## src/rtl/wbc_pkg.sv

```systemverilog
// Shared constants, codes and types for the weighting biquad cascade.
package wbc_pkg;

    // Default build parameters
    localparam int DEF_SECTIONS       = 5;
    localparam int DEF_SAMPLE_BITS    = 24;
    localparam int DEF_COEF_FRAC_BITS = 28;

    // Fixed datapath widths
    localparam int DATA_W    = 32;      // section signal and coefficient width
    localparam int PROD_W    = 2 * DATA_W;
    localparam int ACC_W     = PROD_W + 3;  // headroom for five exact products
    localparam int MASK_W    = 5;       // section enable mask width
    localparam int CADDR_W   = 5;       // coef_address port width
    localparam int CFG_W     = MASK_W;  // widest configuration register
    localparam int CFG_IDX_W = 1;

    // Storage layout per section
    localparam int COEFS_PER_SEC  = 5;
    localparam int DELAYS_PER_SEC = 4;

    // Input opcodes
    localparam logic [1:0] OP_SAMPLE = 2'd0;
    localparam logic [1:0] OP_COEF   = 2'd1;
    localparam logic [1:0] OP_CLEAR  = 2'd2;

    // Configuration register indexes
    localparam logic [CFG_IDX_W-1:0] REG_ENABLE     = 1'b0;
    localparam logic [CFG_IDX_W-1:0] REG_SECTION_EN = 1'b1;

    // Control from the sequencer to the multiply-accumulate unit
    typedef struct packed {
        logic mul_en;    // load product register
        logic acc_en;    // update accumulator
        logic acc_init;  // start a new sum with the product
        logic acc_sub;   // subtract the product (feedback terms)
    } mac_ctrl_t;

endpackage

```

## src/rtl/wbc_coef_mem.sv

```systemverilog
// Coefficient memory: one write port, one registered read port.
module wbc_coef_mem
    import wbc_pkg::*;
#(
    parameter int SECTIONS = DEF_SECTIONS
)
(
    input  logic                                        clk,
    input  logic                                        wr_en,
    input  logic [$clog2(SECTIONS*COEFS_PER_SEC)-1:0]   wr_addr,
    input  logic signed [DATA_W-1:0]                    wr_data,
    input  logic [$clog2(SECTIONS*COEFS_PER_SEC)-1:0]   rd_addr,
    output logic signed [DATA_W-1:0]                    rd_data
);

    localparam int DEPTH = SECTIONS * COEFS_PER_SEC;

    logic signed [DATA_W-1:0] store_mem [DEPTH];
    logic signed [DATA_W-1:0] rd_data_reg;

    // Write and registered read
    always_ff @(posedge clk)
    begin
        if (wr_en)
        begin
            store_mem[wr_addr] <= wr_data;
        end
        rd_data_reg <= store_mem[rd_addr];
    end

    assign rd_data = rd_data_reg;

endmodule

```

## config.mk

```make
export PLATFORM = sky130hd
export DESIGN_NAME = wbc_coef_mem
export DESIGN_NICKNAME = d
export VERILOG_FILES = /design/src/rtl/wbc_pkg.sv /design/src/rtl/wbc_coef_mem.sv
export SDC_FILE = /design/constraint.sdc
export NUM_CORES = 1
export LEC_CHECK = 0
export ABC_AREA = 1
export BUFFER_PORTS_ARGS = -buffer_cell sky130_fd_sc_hd__buf_2
export CAP_MARGIN = 20
export CORE_ASPECT_RATIO = 1.1
export CORE_MARGIN = 3
export CORE_UTILIZATION = 40
export DETAILED_ROUTE_END_ITERATION = 16
export SYNTH_ARGS = -nofsm -noshare
export SYNTH_HDL_FRONTEND = slang
export SYNTH_SLANG_ARGS = --single-unit
```

## constraint.sdc

```tcl
create_clock -name clk -period 10.4 [get_ports clk]
set_input_delay 3.12 -clock clk [delete_from_list [all_inputs] [get_ports clk]]
set_output_delay 3.12 -clock clk [all_outputs]
set_load 0.05 [all_outputs]
```

# Word level (Yosys, flattened, before mapping)
# Memories as Yosys holds them, arrays and structs flattened. A register that Yosys moved wholly into a read port is not among the register bits.
# Index checks and enable logic that the tools add are counted.
# word_totals
out_inout_bits,32
memories,1
mem_bits_rw,800
ff_bits,0
inputBits,44
elab_cells,3
# memory_table
name,depth,word_bits,rd,rd_clocked_by_memory_dff,wr,line,text
store_mem,25,32,1,1,1,wbc_coef_mem.sv:18,logic signed [DATA_W-1:0] store_mem [DEPTH];
# classes
mux,2
# ops
op,n
$mux W1,2

# Longest topological paths before layout
# depth
depth_word,2
ltp_mapped,12
ltp_nobuf,9

# Worst setup path after synthesis
# Ideal clock, no wire load.
# synth_timing
path_kind,input -> register
from,input port wr_addr[1]
to,memory store_mem[24][0] (enable)
setup_ns,0.502
path_slack_ns,3.482
n_path_buf,0
path_stages,3
t_required_ns,9.898
t_arrival_ns,6.416
cell_sequence,nor2_1 nand2_1 nor4_1
# synth_lines
item,line,text
from (decl),wbc_coef_mem.sv:10,"input logic [$clog2(SECTIONS*COEFS_PER_SEC)-1:0] wr_addr,"
to (decl),wbc_coef_mem.sv:18,
# No word-level cell before the write port.

==> flow_metrics.env <==
export IMPL_status="completed"
export IMPL_clock_latency_ns=0.61
export IMPL_grt_start_max_net_pins=204
export IMPL_via_count=22040
export IMPL_hold_class="reg2reg"
export IMPL_postSynthAreaPerCell_um2=11.0
export IMPL_firstDrtPassIters=7
export IMPL_synth_yosys_seq_area_share=0.708
export IMPL_grt_pass1_vias=20932
export IMPL_antenna_found_initial=15
export IMPL_dp_hpwl_um=41300
export IMPL_cts_root_buf="clkbuf_16"
export IMPL_endpoint_kind="flop"
export IMPL_gp_congestion=0.721
export IMPL_clkPwrFrac=0.391
export IMPL_initial_utilization=0.407
export IMPL_whs_ns=0.546
export IMPL_pin_count=76
export IMPL_ir_drop_mv=0.103
export IMPL_final_common_cell="nand2_1"
export IMPL_slew_viol_final=0
export IMPL_fill_cells=7691
export IMPL_ys_warn_count=0
export IMPL_synth_cell_type_count=22
export IMPL_placed_area_mm2=0.0361
export IMPL_synth_top_area_share=0.690
export IMPL_synthTopCellsByArea="edfxtp_1, nand2_1, nand3_1"
export IMPL_rsz0062_at_grt="no"
export IMPL_cts_tree="yes"
export IMPL_critPathLaunchType="input port"
export IMPL_synthFlopType="edfxtp_1"
export IMPL_wl_per_cell_um=20.0
export IMPL_fin_nets=3248
export IMPL_cts_max_level=3
export IMPL_power_frac_comb=0.065
export IMPL_cts_resized=0
export IMPL_fp_row_count=112
export IMPL_switching_share=0.224
export IMPL_pwr_density_cell_mw_per_mm2=179
export IMPL_hold_buffers=0
export IMPL_dieArea_mm2=0.0906
export IMPL_min_period_ns=5.70
export IMPL_tightest_slew_ns=1.09
export IMPL_cap_violations=0
export IMPL_final_cell_mix="nand2_1, edfxtp_1, nand3_1"
export IMPL_syn_inst=3175
export IMPL_die_x_um=287
export IMPL_cts_buffers=80
export IMPL_io_buffers=75
export IMPL_crit_arrival_ns=6.20
export IMPL_detail_route_antenna_nets=0
export IMPL_crit_type="in2reg"
export IMPL_synth_nets=3219
export IMPL_p_leak_uw=0.0154
export IMPL_largest_reg_flops=800
export IMPL_setup_tns_ns=0
export IMPL_clock_sinks=832
export IMPL_seq_power_share=0.544
export IMPL_synth_async_reset_ratio=0
export IMPL_layout_worst_path_cycle_share=0.548
export IMPL_fmax_mhz=176
export IMPL_clock_skew_ns=0.0154
export IMPL_totalWireLength_um=88300
export IMPL_layout_drive_gt1_share=0.0876
export IMPL_dr_first_iter_drc_count=1946
export IMPL_post_cts_buffers=0
export IMPL_gr_total_overflow=0
export IMPL_drc_errors=0
export IMPL_power_uw=6880
export IMPL_setup_violations_final=0
export IMPL_netSwitchingPower_uw=1540
export IMPL_dp_cells=4261
export IMPL_netlist_area_mm2=0.0348
export IMPL_yosysTopAreaCell="edfxtp_1"
export IMPL_crit_fanout=187
export IMPL_grtUsageTotal=0.195
export IMPL_finalHoldViolations=0
export IMPL_viasPerCell=5.00
export IMPL_relSlewSlack=0.273
export IMPL_p_int_uw=5330
export IMPL_chipHeight_um=315
export IMPL_clkTransAtPathRegs_ns=0.06
export IMPL_synth_edf_count=800
export IMPL_fp_coreArea_mm2=0.0856
export IMPL_cp_required_ns=10.90
export IMPL_fin_cells=4411
export IMPL_grt_pass1_wl_um=132000
export IMPL_synth_seq_cells=832
export IMPL_clockBufferDepth=3
export IMPL_final_cell_area_mm2=0.0384
export IMPL_syn_to_final_growth_pct=10.4
==> area by class of cell <==
cell class | instances | area, um2 | share of cell area
sequential | 832 | 24700 | 0.642
clock inverter | 19 | 113 | 0.00293
inverter | 433 | 1650 | 0.0428
clock buffer | 125 | 2240 | 0.0583
antenna | 5 | 12.5 | 0.000325
tap | 1140 | 1430 | 0.0371
timing repair buffer | 115 | 727 | 0.0189
multi-input combinational | 1742 | 7610 | 0.198
==> worst max-delay path, stage by stage <==
cell and delay (ns):
buf_8 0.59, clkinv_8 0.82, buf_4 0.69, or2_2 0.41
nand2_1 0.06, nand3_1 0.06, nand3_1 0.09, nand2_1 0.06
nand2_1 0.06, nand2_1 0.06
==> through the flow <==
step	utilization	setup slack (ns)
finish	0.449	4.70
global route	0.449	4.43
CTS	0.449	4.74
detailed placement	0.421	4.08
global placement	0.421	4.06
floorplan	-	3.48
==> cell families after synthesis <==
kind of cell | synth area share
simple gates | 0.213
flops | 0.708
buf+inv | 0.0782
compound gates | 0.000719
==> cell usage after synthesis (2+ instances only) <==
| cell type | instances |
|---|---|
| nand2_1 | 1015 |
| edfxtp_1 | 800 |
| nand3_1 | 599 |
| inv_1 | 428 |
| buf_2 | 77 |
| nor2_1 | 73 |
| or2_2 | 45 |
| buf_6 | 39 |
| dfxtp_1 | 32 |
| clkbuf_1 | 21 |
| buf_1 | 15 |
| buf_4 | 15 |
| inv_2 | 3 |
| nand3b_1 | 2 |
| o211ai_1 | 2 |
| o21ai_0 | 2 |
| or2_1 | 2 |
==> worst paths after layout <==
kind                                                   from             endpoint  slack (ns)  depth (start not counted)
worst min-delay path            store_mem[24][10]$_DFFE_PP_  rd_data[10]$_DFF_P_        0.55                          4
worst max-delay path                             rd_addr[0]  rd_data[16]$_DFF_P_        4.70                         10
worst min register to register  store_mem[24][10]$_DFFE_PP_  rd_data[10]$_DFF_P_        0.55                          4
worst max register to register  store_mem[16][23]$_DFFE_PP_  rd_data[23]$_DFF_P_        9.06                          7
==> routing by layer <==
layer  GRT usage  vias to the layer above  wire length (um)
met5           0                        -                13
met2       0.318                      696             41300
met1       0.266                    10691             38700
met4      0.0686                        2              2510
li1            -                    10506                 -
met3      0.0314                      145              5800
==> power groups by stage <==
| stage | sequential (uW) | clock (uW) | combinational (uW) |
|---|---|---|---|
| 2_1_floorplan | 3860 | 0 | 253 |
| 3_3_place_gp | 3810 | 0 | 442 |
| 3_5_place_dp | 3810 | 0 | 447 |
| 4_1_cts | 3740 | 2730 | 448 |
| 5_1_grt | 3750 | 2860 | 495 |
| 6_report | 3740 | 2690 | 446 |
(Power assumes the default switching activity.)
