[src/rtl/wbc_pkg.sv]
// Shared constants, codes and types for the weighting biquad cascade.
package wbc_pkg;

    // Default build parameters
    localparam int DEF_SECTIONS       = 5;
    localparam int DEF_SAMPLE_BITS    = 24;
    localparam int DEF_COEF_FRAC_BITS = 28;

    // Fixed datapath widths
    localparam int DATA_W    = 32;      // section signal and coefficient width
    localparam int PROD_W    = 2 * DATA_W;
    localparam int ACC_W     = PROD_W + 3;  // headroom for five exact products
    localparam int MASK_W    = 5;       // section enable mask width
    localparam int CADDR_W   = 5;       // coef_address port width
    localparam int CFG_W     = MASK_W;  // widest configuration register
    localparam int CFG_IDX_W = 1;

    // Storage layout per section
    localparam int COEFS_PER_SEC  = 5;
    localparam int DELAYS_PER_SEC = 4;

    // Input opcodes
    localparam logic [1:0] OP_SAMPLE = 2'd0;
    localparam logic [1:0] OP_COEF   = 2'd1;
    localparam logic [1:0] OP_CLEAR  = 2'd2;

    // Configuration register indexes
    localparam logic [CFG_IDX_W-1:0] REG_ENABLE     = 1'b0;
    localparam logic [CFG_IDX_W-1:0] REG_SECTION_EN = 1'b1;

    // Control from the sequencer to the multiply-accumulate unit
    typedef struct packed {
        logic mul_en;    // load product register
        logic acc_en;    // update accumulator
        logic acc_init;  // start a new sum with the product
        logic acc_sub;   // subtract the product (feedback terms)
    } mac_ctrl_t;

endpackage

[src/rtl/wbc_delay_mem.sv]
// Delay-line memory with per-entry valid bits; invalid entries read as zero.
module wbc_delay_mem
    import wbc_pkg::*;
#(
    parameter int SECTIONS = DEF_SECTIONS
)
(
    input  logic                                         clk,
    input  logic                                         rst_n,
    input  logic                                         clear,
    input  logic                                         wr_en,
    input  logic [$clog2(SECTIONS*DELAYS_PER_SEC)-1:0]   wr_addr,
    input  logic signed [DATA_W-1:0]                     wr_data,
    input  logic [$clog2(SECTIONS*DELAYS_PER_SEC)-1:0]   rd_addr,
    output logic signed [DATA_W-1:0]                     rd_data
);

    localparam int DEPTH = SECTIONS * DELAYS_PER_SEC;

    logic signed [DATA_W-1:0] store_mem [DEPTH];
    logic [DEPTH-1:0]         valid_reg;
    logic signed [DATA_W-1:0] rd_data_reg;

    // Data array and registered read, masked by the valid bit
    always_ff @(posedge clk)
    begin
        if (wr_en)
        begin
            store_mem[wr_addr] <= wr_data;
        end
        rd_data_reg <= valid_reg[rd_addr] ? store_mem[rd_addr] : '0;
    end

    // Valid bits: cleared by reset or a clear transfer, set on write
    always_ff @(posedge clk or negedge rst_n)
    begin
        if (!rst_n)
        begin
            valid_reg <= '0;
        end
        else if (clear)
        begin
            valid_reg <= '0;
        end
        else if (wr_en)
        begin
            valid_reg[wr_addr] <= 1'b1;
        end
    end

    assign rd_data = rd_data_reg;

endmodule

[config.mk]
export PLATFORM = sky130hd
export DESIGN_NAME = wbc_delay_mem
export DESIGN_NICKNAME = d
export VERILOG_FILES = /design/src/rtl/wbc_pkg.sv /design/src/rtl/wbc_delay_mem.sv
export SDC_FILE = /design/constraint.sdc
export NUM_CORES = 1
export LEC_CHECK = 0
export ABC_AREA = 1
export BUFFER_PORTS_ARGS = -buffer_cell sky130_fd_sc_hd__buf_2
export CORE_MARGIN = 5
export CORE_UTILIZATION = 45
export CTS_BUF_LIST = sky130_fd_sc_hd__clkbuf_4
export CTS_CLUSTER_SIZE = 12
export DETAILED_ROUTE_END_ITERATION = 8
export GPL_ROUTABILITY_DRIVEN = 0
export GPL_TIMING_DRIVEN = 0
export SLEW_MARGIN = 20
export SYNTH_ARGS = -nofsm -noshare
export SYNTH_HDL_FRONTEND = slang
export SYNTH_SLANG_ARGS = --single-unit
[constraint.sdc]
create_clock -name clk -period 2 [get_ports clk]
set_clock_uncertainty 0.2 [all_clocks]
set_input_delay 0 -clock clk [delete_from_list [all_inputs] [get_ports clk]]
set_output_delay 0 -clock clk [all_outputs]
set_load 0.02 [all_outputs]
# After elaboration in Yosys (flattened, before gate mapping)
# Memories as Yosys holds them, arrays and structs flattened. A register that Yosys moved wholly into a read port is not among the register bits.
# Cells that the tools add are included.
# word_totals
register_bits	20
memories	1
wordCells	17
out_inout_bits	32
mem_bits_rw	640
# memory_table
memory	words	word_bits	rd	rd_ports_with_merged_regs	wr	line_no	text
store_mem	20	32	1	1	1	wbc_delay_mem.sv:20	logic signed [DATA_W-1:0] store_mem [DEPTH];
# classes
muxes	8
n_reduce_logical	3
bitwise_logic	1
magnitude_cmp	3
# op_table
op	n
20-bit 2-to-1 mux	2
20-bit OR	1
5-bit by 6-bit < comparator with 1-bit output, second input constant	2
1-bit binary-select mux with 5-bit select	1
1-bit demux with 5-bit select	1
5-bit by 1-bit greater-or-equal comparator with 1-bit output, second input constant	1
1-bit 2-to-1 mux	4
2-bit nonzero test	1
1-bit logical AND	1
1-bit logical NOT	1

# Logic depth before layout (Yosys ltp)
# logic_depth
depth_word	7
depth_mapped	13

# Worst setup path after synthesis
# No wires, ideal clock.
# synth_timing
path_type	input port to flip-flop
start	input wr_addr[1]
end	memory store_mem[14][0] (enable)
arrival_ns	1.694
stages	4
required_time_ns	1.378
path_slack_ns	-0.316
cell_sequence	inv_1 nor3_1 inv_1 nor2_1
# synth_lines
item	line_no	text
from (decl)	wbc_delay_mem.sv:12	input logic [$clog2(SECTIONS*DELAYS_PER_SEC)-1:0] wr_addr,
to (decl)	wbc_delay_mem.sv:20	
# No word-level cell before the write port.

# Final worst setup path
# layout_timing
start	input rd_addr[0]
end	register rd_data_reg[10], in the netlist rd_data[10] (read register of store_mem)
# layout_via
elab_chain_len	3
# layout_lines
item	line_no	text
from (decl)	wbc_delay_mem.sv:14	input logic [$clog2(SECTIONS*DELAYS_PER_SEC)-1:0] rd_addr,
1-bit binary-select mux with 5-bit select	wbc_delay_mem.sv:31	rd_data_reg <= valid_reg[rd_addr] ? store_mem[rd_addr] : '0;
1-bit 2-to-1 mux (not written as such)	wbc_delay_mem.sv:31	
1-bit logical NOT (no line)	-	
to (decl)	wbc_delay_mem.sv:22	logic signed [DATA_W-1:0] rd_data_reg;
# Parallel ways exist; a longest one is shown, timed or not. The select of a mux whose other input is x is not followed.
# A chain may end at the register's enable or synchronous reset.

==> reports/results.txt <==
Status: finished, violations left
Failing checks: negative setup slack
Final min period: 2.01 ns
Adder-Cell Fraction of Synth Area: 0%
XOR/XNOR Fraction of Synth Area: 0%
Part of the cycle the worst path needs: 100%
Critical path endpoint: rd_data[10]
Post-synthesis compound-gate area fraction: 3.74%
Drt pass-1 iters: 7
Worst IR drop on VDD: 0.000482 V
Clk slew on worst S/H paths: 0.07 ns
Die area: 0.0679 mm²
Clock Tree Root: clkbuf_4
Routed Antenna Nets: 0
Post-synth EDFFs: 640
Cell Area, Synth: 0.0283 mm²
Mux contribution to synthesized area: 0%
Pwr dens: 905 mW/mm²
Worst hold margin: 0.100 ns
Die height: 261 µm
CTS tree: yes
Worst-Margin Slew: 1.11 ns
Vias in the first global route: 20300
Worst setup margin: -0.00883 ns
Yosys cell types: 25
Post-Synth Simple-Gate Area: 18.6%
Critical-path maximum fanout: 10
Leakage: 0.0134 µW
Commonest non-fill, non-tap cell in the layout: nand2_1
Overflow after GRT: 0
Worst-Skew Late Latency: 1.01 ns
Vias/cell: 5.23
Register area share after synthesis: 72.0%
Crit Path Category: input pin to register
Max Clk Rate: 498 MHz
Reg2Reg Launch Point: valid_reg[1]
Worst R2R End: rd_data[2]
I/O pin count: 78
Synth warnings: 0
Slew HR: 25.7%
Crit. End Element: register
H-Tree Level Count: 4
Layout fillers: 5375
Final #Nets: 2927
Largest net degree at the start of global routing: 23
Largest family of logic cells by synthesized area: simple AND/OR/NAND/NOR gates
Core area: 0.0619 mm²
Top cells by area, synth: edfxtp_1, nand2_1, nand3_1
Via count: 20200
Seq cells post-synth: 692
DRC: 0
IO buf count: 72
Max-cap violation count: 0
Final setup violation count: 2
Clock buffer count from CTS: 176
Max FFs per register: 640
Worst R2R Path Depth: 11
CTS Buffer Depth: 3
Share of layout cells above drive strength 1: 17.6%
GRT Total Usage: 24.5%
Worst hold path class: input pin to register
Worst setup path start: rd_addr[0]
Ys async rst share: 2.89%
Syn avg cell area: 11.2 µm²
Slew Viols, Final: 0
DRT iter0 DRCs: 2174
Worst setup SP type: input pin
Area grow syn2layout: 19.2%
Clock sink count: 692
RSZ-0062 raised after global routing: yes
DP Wirelength: 53.5 mm
CP Data Required Time: 2.73 ns
Routed len/inst: 21.1 µm
R2R setup slack: 0.12 ns
Commonest cells after routing, fill and taps aside: nand2_1, edfxtp_1, nand3_1, clkbuf_4, inv_1
Antenna violations before repair: 2
Most used flip-flop cell after synthesis: edfxtp_1
Post-synth top area share: 68.0%
Initial Utilization: 45.6%
Synth Instances: 2515
Core Rows: 91
First-pass GRT wire length: 123 mm
Net Count, Synth: 2561
Die Wd: 261 µm
Post-Route WL: 81.5 mm
Post-layout util: 54.4%
Top cell type by total area after synthesis: edfxtp_1
Final hold vios: 0
CP arrival: 2.74 ns
==> kinds of logic (layout without fill, tap and decap cells) <==
logic type / count (synthesis) / after routing
other: 0 / 2
AO/OA/AOI/OAI: 163 / 163
flip-flops: 692 / 692
buffers and inverters: 366 / 878
AND/OR/NAND/NOR: 1294 / 1294
==> per-stage QoR <==
stage,worst slack (ns),total power (µW),std cells,cell area (µm²),TNS [ns]
6_report,-0.00883,30500,3866,33700,-0.0160
5_1_grt,-0.0545,31800,3865,33700,-0.0545
4_1_cts,0.0150,30700,3863,33700,0
3_5_place_dp,-0.664,18400,3448,30400,-20.08
3_3_place_gp,-2.25,18300,3424,29700,-1203.45
2_1_floorplan,-0.316,17500,2515,28300,-180.33
==> cells in the mapped netlist, drive strengths merged, types with 20 or more instances <==
| master | n |
|---|---|
| dfrtp | 20 |
| a21oi | 32 |
| dfxtp | 32 |
| o21ai | 98 |
| clkbuf | 34 |
| edfxtp | 640 |
| nand2 | 762 |
| inv | 225 |
| o221ai | 32 |
| nand3 | 299 |
| nor2 | 225 |
| buf | 107 |
==> final cells by class <==
cell class                      instances  area, µm²  area share, %
Tap cell                              837       1050           3.11
Buffer                                141        744           2.21
Clock inverter                         67        390           1.16
Timing Repair Buffer                  188       1880           5.59
Clock buffer                          257       1930           5.73
Multi-Input combinational cell       1457       6470           19.2
Sequential cell                       692      20400           60.4
Inverter                              225        850           2.52
Antenna cell                            2       5.00         0.0149
==> where the power goes <==
part	leakage (µW)	switching, µW	internal, µW	total, µW
Clock	0.00137	5780	6450	12200
Combinational	0.00574	1560	637	2200
Sequential	0.00631	46.0	16000	16100
==> worst max-delay path, stage by stage <==
cell and delay [ns]:
dlygate4sd3_1 0.54, buf_6 0.16, buf_2 0.43, clkbuf_1 0.48, o21ai_0 0.17, dlygate4sd3_1 0.58
o221ai_1 0.19, nand2_1 0.10, a21oi_2 0.09
==> repair_timing <==
| item | in CTS | in global routing |
|---|---|---|
| pin swaps | 0 | 2 |
| gates resized for setup | 2 | 3 |
| setup buffers | 0 | 0 |
| hold buffers | 91 | 1 |
| endpoints found under the setup margin | 32 | 24 |
| hold endpoints to repair | 1352 | 2 |
==> worst min-delay path by stage <==
stage / from / end / slack (ns) / cells after the start
floorplan: rst_n / valid_reg[0] / -0.50 / 0
finish: wr_addr[4] / store_mem[12][15] / 0.10 / 5
global route: wr_addr[4] / store_mem[12][15] / 0.03 / 5
CTS: rd_addr[2] / rd_data[31] / 0.02 / 7
detailed placement: rst_n / valid_reg[9] / -0.23 / 1
global placement: rst_n / valid_reg[9] / -0.24 / 1
==> routing by layer <==
layer / wire length [µm] / up-vias / track usage [%]
li1: - / 9345 / -
met1: 33100 / 9801 / 32.3
met2: 39200 / 932 / 39.8
met3: 7050 / 144 / 6.12
met4: 2100 / 0 / 8.56
met5: 0 / - / 0
No activity file was read; power rests on OpenSTA's default activity.
