## config.mk

```make
export PLATFORM = sky130hd
export DESIGN_NAME = wbc_mac
export DESIGN_NICKNAME = d
export VERILOG_FILES = /design/src/rtl/wbc_pkg.sv /design/src/rtl/wbc_mac.sv
export SDC_FILE = /design/constraint.sdc
export NUM_CORES = 2
export LEC_CHECK = 0
export ABC_AREA = 0
export ABC_CLOCK_PERIOD_IN_PS = 9200
export CAP_MARGIN = 20
export CORE_MARGIN = 3
export CORE_UTILIZATION = 40
export DETAILED_ROUTE_END_ITERATION = 12
export DONT_BUFFER_PORTS = 1
export REMOVE_ABC_BUFFERS = 1
export SLEW_MARGIN = 25
export SYNTH_ARGS = -nofsm -noshare
export SYNTH_HDL_FRONTEND = slang
export SYNTH_SLANG_ARGS = --single-unit
export TNS_END_PERCENT = 5
```

## constraint.sdc

```tcl
create_clock -name clk -period 9.2 [get_ports clk]
set_input_delay 0.46 -clock clk [delete_from_list [all_inputs] [get_ports clk]]
set_output_delay 0.46 -clock clk [all_outputs]
set_load 0.01 [all_outputs]
```

## src/rtl/wbc_pkg.sv

```systemverilog
// Shared constants, codes and types for the weighting biquad cascade.
package wbc_pkg;

    // Default build parameters
    localparam int DEF_SECTIONS       = 5;
    localparam int DEF_SAMPLE_BITS    = 24;
    localparam int DEF_COEF_FRAC_BITS = 28;

    // Fixed datapath widths
    localparam int DATA_W    = 32;      // section signal and coefficient width
    localparam int PROD_W    = 2 * DATA_W;
    localparam int ACC_W     = PROD_W + 3;  // headroom for five exact products
    localparam int MASK_W    = 5;       // section enable mask width
    localparam int CADDR_W   = 5;       // coef_address port width
    localparam int CFG_W     = MASK_W;  // widest configuration register
    localparam int CFG_IDX_W = 1;

    // Storage layout per section
    localparam int COEFS_PER_SEC  = 5;
    localparam int DELAYS_PER_SEC = 4;

    // Input opcodes
    localparam logic [1:0] OP_SAMPLE = 2'd0;
    localparam logic [1:0] OP_COEF   = 2'd1;
    localparam logic [1:0] OP_CLEAR  = 2'd2;

    // Configuration register indexes
    localparam logic [CFG_IDX_W-1:0] REG_ENABLE     = 1'b0;
    localparam logic [CFG_IDX_W-1:0] REG_SECTION_EN = 1'b1;

    // Control from the sequencer to the multiply-accumulate unit
    typedef struct packed {
        logic mul_en;    // load product register
        logic acc_en;    // update accumulator
        logic acc_init;  // start a new sum with the product
        logic acc_sub;   // subtract the product (feedback terms)
    } mac_ctrl_t;

endpackage

```

## src/rtl/wbc_mac.sv

```systemverilog
// Shared multiply-accumulate unit with rounding and 32-bit saturation.
module wbc_mac
    import wbc_pkg::*;
#(
    parameter int COEF_FRAC_BITS = DEF_COEF_FRAC_BITS
)
(
    input  logic                     clk,
    input  mac_ctrl_t                ctrl,
    input  logic signed [DATA_W-1:0] coef,
    input  logic signed [DATA_W-1:0] opnd,
    output logic signed [DATA_W-1:0] y
);

    localparam int SH_W = ACC_W - COEF_FRAC_BITS;

    logic signed [PROD_W-1:0] prod_reg;
    logic signed [ACC_W-1:0]  acc_reg;
    logic signed [ACC_W-1:0]  acc_next;
    logic signed [ACC_W-1:0]  prod_ext;
    logic signed [ACC_W-1:0]  rnd;
    logic signed [SH_W-1:0]   shifted;
    logic [SH_W-DATA_W:0]     top_bits;

    // Product stage
    always_ff @(posedge clk)
    begin
        if (ctrl.mul_en)
        begin
            prod_reg <= coef * opnd;
        end
    end

    // Accumulate stage
    always_comb
    begin
        prod_ext = ACC_W'(prod_reg);
        if (ctrl.acc_init)
        begin
            acc_next = prod_ext;
        end
        else if (ctrl.acc_sub)
        begin
            acc_next = acc_reg - prod_ext;
        end
        else
        begin
            acc_next = acc_reg + prod_ext;
        end
    end

    always_ff @(posedge clk)
    begin
        if (ctrl.acc_en)
        begin
            acc_reg <= acc_next;
        end
    end

    // Round half up, drop fraction bits, saturate to 32 bits
    always_comb
    begin
        rnd      = acc_reg + (ACC_W'(1) <<< (COEF_FRAC_BITS - 1));
        shifted  = rnd[ACC_W-1:COEF_FRAC_BITS];
        top_bits = shifted[SH_W-1:DATA_W-1];
        if ((&top_bits) || !(|top_bits))
        begin
            y = shifted[DATA_W-1:0];
        end
        else if (shifted[SH_W-1])
        begin
            y = {1'b1, {(DATA_W-1){1'b0}}};
        end
        else
        begin
            y = {1'b0, {(DATA_W-1){1'b1}}};
        end
    end

endmodule

```

* Word level (Yosys, flattened, before mapping)
Cells that the tools add are included.
Cells by class: add/subtract/negate cells 3, $mul 1, multiplexer cells 4, reductions and logical operators 4
Operator list (count):
- two-way mux 67 bit | 2
- adder 67 x 29 -> 67 bit (second input constant) | 1
- adder 67 x 64 -> 67 bit | 1
- subtractor 67 x 64 -> 67 bit | 1
- multiplier 32 x 32 -> 64 bit | 1
- two-way mux 32 bit | 2
- AND reduction 8 bit | 1
- OR reduction 8 bit | 1
- logical NOT 1 bit | 1
- logical OR 1 bit | 1
Word-level totals: flip-flop bits (word level) 131, input port bits 69, output and inout port bits 32, logic and storage cells 14

* Logic depth before layout (Yosys ltp)
depth in word-level cells 5, depth in mapped cells 31

* Worst setup path before layout
Ideal clock, no wire load.
kind input to register, from in coef[31], to reg prod_reg[62], data pin, library setup time 0.263 ns, arrival time 7.956 ns, slack 0.981 ns, stages on the path 27, path buffers 2, cells stage by stage clkbuf_1 -> nand2_1 -> inv_1 -> fa_1 -> fa_1 -> fa_1 -> inv_1 -> fa_1 -> inv_1 -> fa_1 -> inv_1 -> fa_1 -> fa_1 -> fa_1 -> inv_1 -> ha_1 -> clkbuf_1 -> a21oi_1 -> o21bai_1 -> a21o_1 -> a21o_1 -> a21o_1 -> a21o_1 -> a2111oi_2 -> nor2_1 -> a311oi_1 -> xnor2_1
On the way: cells in the longest elaborated chain, start to end 1
RTL lines:
- start: declaration | RTL line wbc_mac.sv:10 | input logic signed [DATA_W-1:0] coef,
- multiplier 32 x 32 -> 64 bit | RTL line wbc_mac.sv:30 | prod_reg <= coef * opnd;
- end signal: assignment | RTL line wbc_mac.sv:30
- end: declaration | RTL line wbc_mac.sv:17 | logic signed [PROD_W-1:0] prod_reg;
Every way passes these cells. A chain may end at the register's enable or synchronous reset.

* Worst setup path after layout
from in opnd[5], to reg prod_reg[57], data pin
On the way: cells in the longest elaborated chain, start to end 1
RTL lines:
- start: declaration | RTL line wbc_mac.sv:11 | input logic signed [DATA_W-1:0] opnd,
- multiplier 32 x 32 -> 64 bit | RTL line wbc_mac.sv:30
Every way passes these cells.

==> flow_metrics.tcl <==
set metrics [dict create \
    outcome "complete, no violations" \
    io_buffers 0 \
    gr-usage-all-layers_pct 21.7 \
    grt_pass1_vias 36138 \
    synth_compound_area_share_pct 7.58 \
    firstDrtPassIters 5 \
    cts-resized-gates 0 \
    worstSkewPairLatency_ns 0.45 \
    synth_area_leaders "fa_1 (46%), inv_1 (8.3%), edfxtp_1 (8.3%)" \
    dp_hpwl_um 103000 \
    relSlewSlack_pct 35.6 \
    place_ws_ns 0.652 \
    drt_first_iter_violations 2353 \
    cts.sinks 131 \
    async_flop_share_pct 0 \
    setup-tns-final_ns 0 \
    ys_warn_count 0 \
    drv_slew 0 \
    crit_path_start_kind "input pin" \
    netlist_top_cells_count "fa_1 (1083), inv_1 (1049), nand2_1 (654)" \
    synth_seq_cells 131 \
    vias_per_cell 5.21 \
    yosysTopAreaCell "fa_1" \
    yosysSeqAreaShare_pct 8.32 \
    drt-total-wl_um 129000 \
    final_nets 6342 \
    largest_reg_flops 67 \
    antenna_found_initial 2 \
    syn_avg_cell_area_um2 9.15 \
    start_util_pct 40.5 \
    crit_path_end_kind "flip-flop" \
    setup_viol 0 \
    overflow 0 \
    synth_simple_gate_area_share_pct 16.7 \
    period_minus_slack_ns 8.04 \
    hold_buffers 0 \
    cp.required_ns 9.39 \
    final-hold-violation-count 0 \
    cts_root_buf "clkbuf_16" \
    yosysMostFrequentCell "fa_1" \
    syn_to_final_growth_pct 3.27 \
    antenna_cells 0 \
    crit_type "in -> reg" \
    cts_setup_buffers 0 \
    hold_ws_ns 0.136 \
    rows 125 \
    cts.htree.levels 4 \
    gp_congestion 0.884 \
    io_pins 101 \
    cts_tree "built" \
    synthAdderAreaFrac_pct 52.5 \
    wl_per_cell_um 19.8 \
    crit_arrival_ns 8.23 \
    post-route-period-util_pct 87.4 \
    layout-drive-gt1-share_pct 1.51 \
    synth_cells 5172 \
    path_max_fanout 32 \
    fillCellCount 11476 \
    setup_slack_ns 1.16 \
    coreArea_mm2 0.117 \
    grt_pass1_wl_um 208000 \
    drc 0 \
    clkSlewWorstSetupHoldPaths_ns 0.06 \
    cts_made_buffers 17 \
    yosysUniqueCellTypes 85 \
    ys.flop_type "edfxtp_1" \
    synth_top_area_share_pct 45.8 \
    muxShareOfSynthArea_pct 0.206 \
    die_h_um 350 \
    rsz0062_at_grt "no" \
    dieArea_mm2 0.122 \
    synth_xor_area_share_pct 4.20 \
    ant_nets 0 \
    synth_area_mm2 0.0473 \
    die_w_um 350 \
    grt_max_degree 127 \
    timing.fmax_mhz 124 \
    num_vias 33745 \
    synth_top_family_by_area "adder cells" \
    skew_ns 0.0140 \
    worstMarginPinSlew_ns 0.964 \
    clock_path_buffers 2 \
    hold_path_class "in -> reg" \
    synth-edff-count 131 \
    maxCapViolations 0 \
]
==> logic make-up after synthesis <==
group / Yosys count
buffers and inverters: 1310
XOR/XNOR: 227
adder cells (fa/ha/maj): 1335
AND/OR/NAND/NOR: 1584
flip-flops: 131
multiplexers: 9
AO/OA/AOI/OAI: 576
==> path summary, 6_finish.rpt <==
| path | slack [ns] | end | depth (start not counted) | from |
|---|---|---|---|---|
| max reg2reg | 3.15 | acc_reg[61] | 20 | prod_reg[3] |
| max | 1.16 | prod_reg[57] | 25 | opnd[5] |
| min reg2reg | 0.62 | acc_reg[26] | 2 | prod_reg[26] |
| min | 0.14 | acc_reg[0] | 0 | ctrl[2] |
==> stage by stage <==
stage | cells | cell area (um2) | util (%)
floorplan | 4911 | 46300 | -
global placement | 6443 | 48300 | 41.3
detailed placement | 6443 | 48300 | 41.3
CTS | 6475 | 48800 | 41.8
global route | 6475 | 48800 | 41.8
finish | 6475 | 48800 | 41.8
==> cells in the final DEF (no fill, tap or decap), types with 7 or more instances in the layout <==
master     synthesis  final
fa_1            1083   1083
inv_1           1049   1049
nand2_1          654    654
and2_1           518    518
ha_1             252    252
a21oi_1          179    179
xnor2_1          164    164
nor2_1           157    157
o21ai_0          145    145
edfxtp_1         131    131
a21o_1            65     65
xor2_1            63     63
nand3_1           49     49
nor3_1            40     40
nand4_1           31     31
nand2b_1          27     27
o21bai_1          25     25
a31oi_1           22     22
and3_1            21     21
o21a_1            20     20
o21ai_1           20     20
clkbuf_16          0     17
nor4_1            16     16
nor2b_1           12     12
and4_1            12     12
or3_1             12     12
a211oi_1           9      9
o211ai_1           8      8
buf_4              1      8
a221oi_1           7      7
o31ai_1            7      7
inv_6              0      7
==> metal layers <==
metal | share of wire (%) | routed length [um] | global-route usage (%)
met1 | 47 | 60400 | 32.0
met2 | 43 | 55500 | 33.1
met3 | 8.9 | 11400 | 5.13
met4 | 0.97 | 1250 | 3.00
met5 | 0 | 0 | 0
==> worst max-delay path, cell delays in order <==
cell and delay, ns:
nand2_1 0.14, inv_1 0.08, fa_1 0.48, inv_1 0.14
fa_1 0.59, inv_1 0.15, fa_1 0.54, inv_1 0.08
fa_1 0.65, inv_1 0.37, fa_1 0.62, inv_1 0.05
fa_1 0.55, fa_1 0.43, fa_1 0.49, inv_1 0.04
ha_1 0.38, a21o_1 0.19, a21oi_1 0.18, o21ai_0 0.13
a221oi_1 0.37, nor2_1 0.09, a2111oi_0 0.60, o21ai_0 0.23
xor2_1 0.18
==> cell type report <==
cell class                      count  area, um2  area share [%]
Timing Repair Buffer                8       60.1           0.123
Inverter                         1049       3940            8.06
Sequential cell                   131       3930            8.05
Tap cell                         1524       1910            3.90
Clock buffer                       18        429           0.879
Clock inverter                     14        164           0.336
Multi-Input combinational cell   3731      38400            78.6
Power is not shown: default switching activity piles up to over one toggle a cycle in this logic, so the estimate is an artifact.
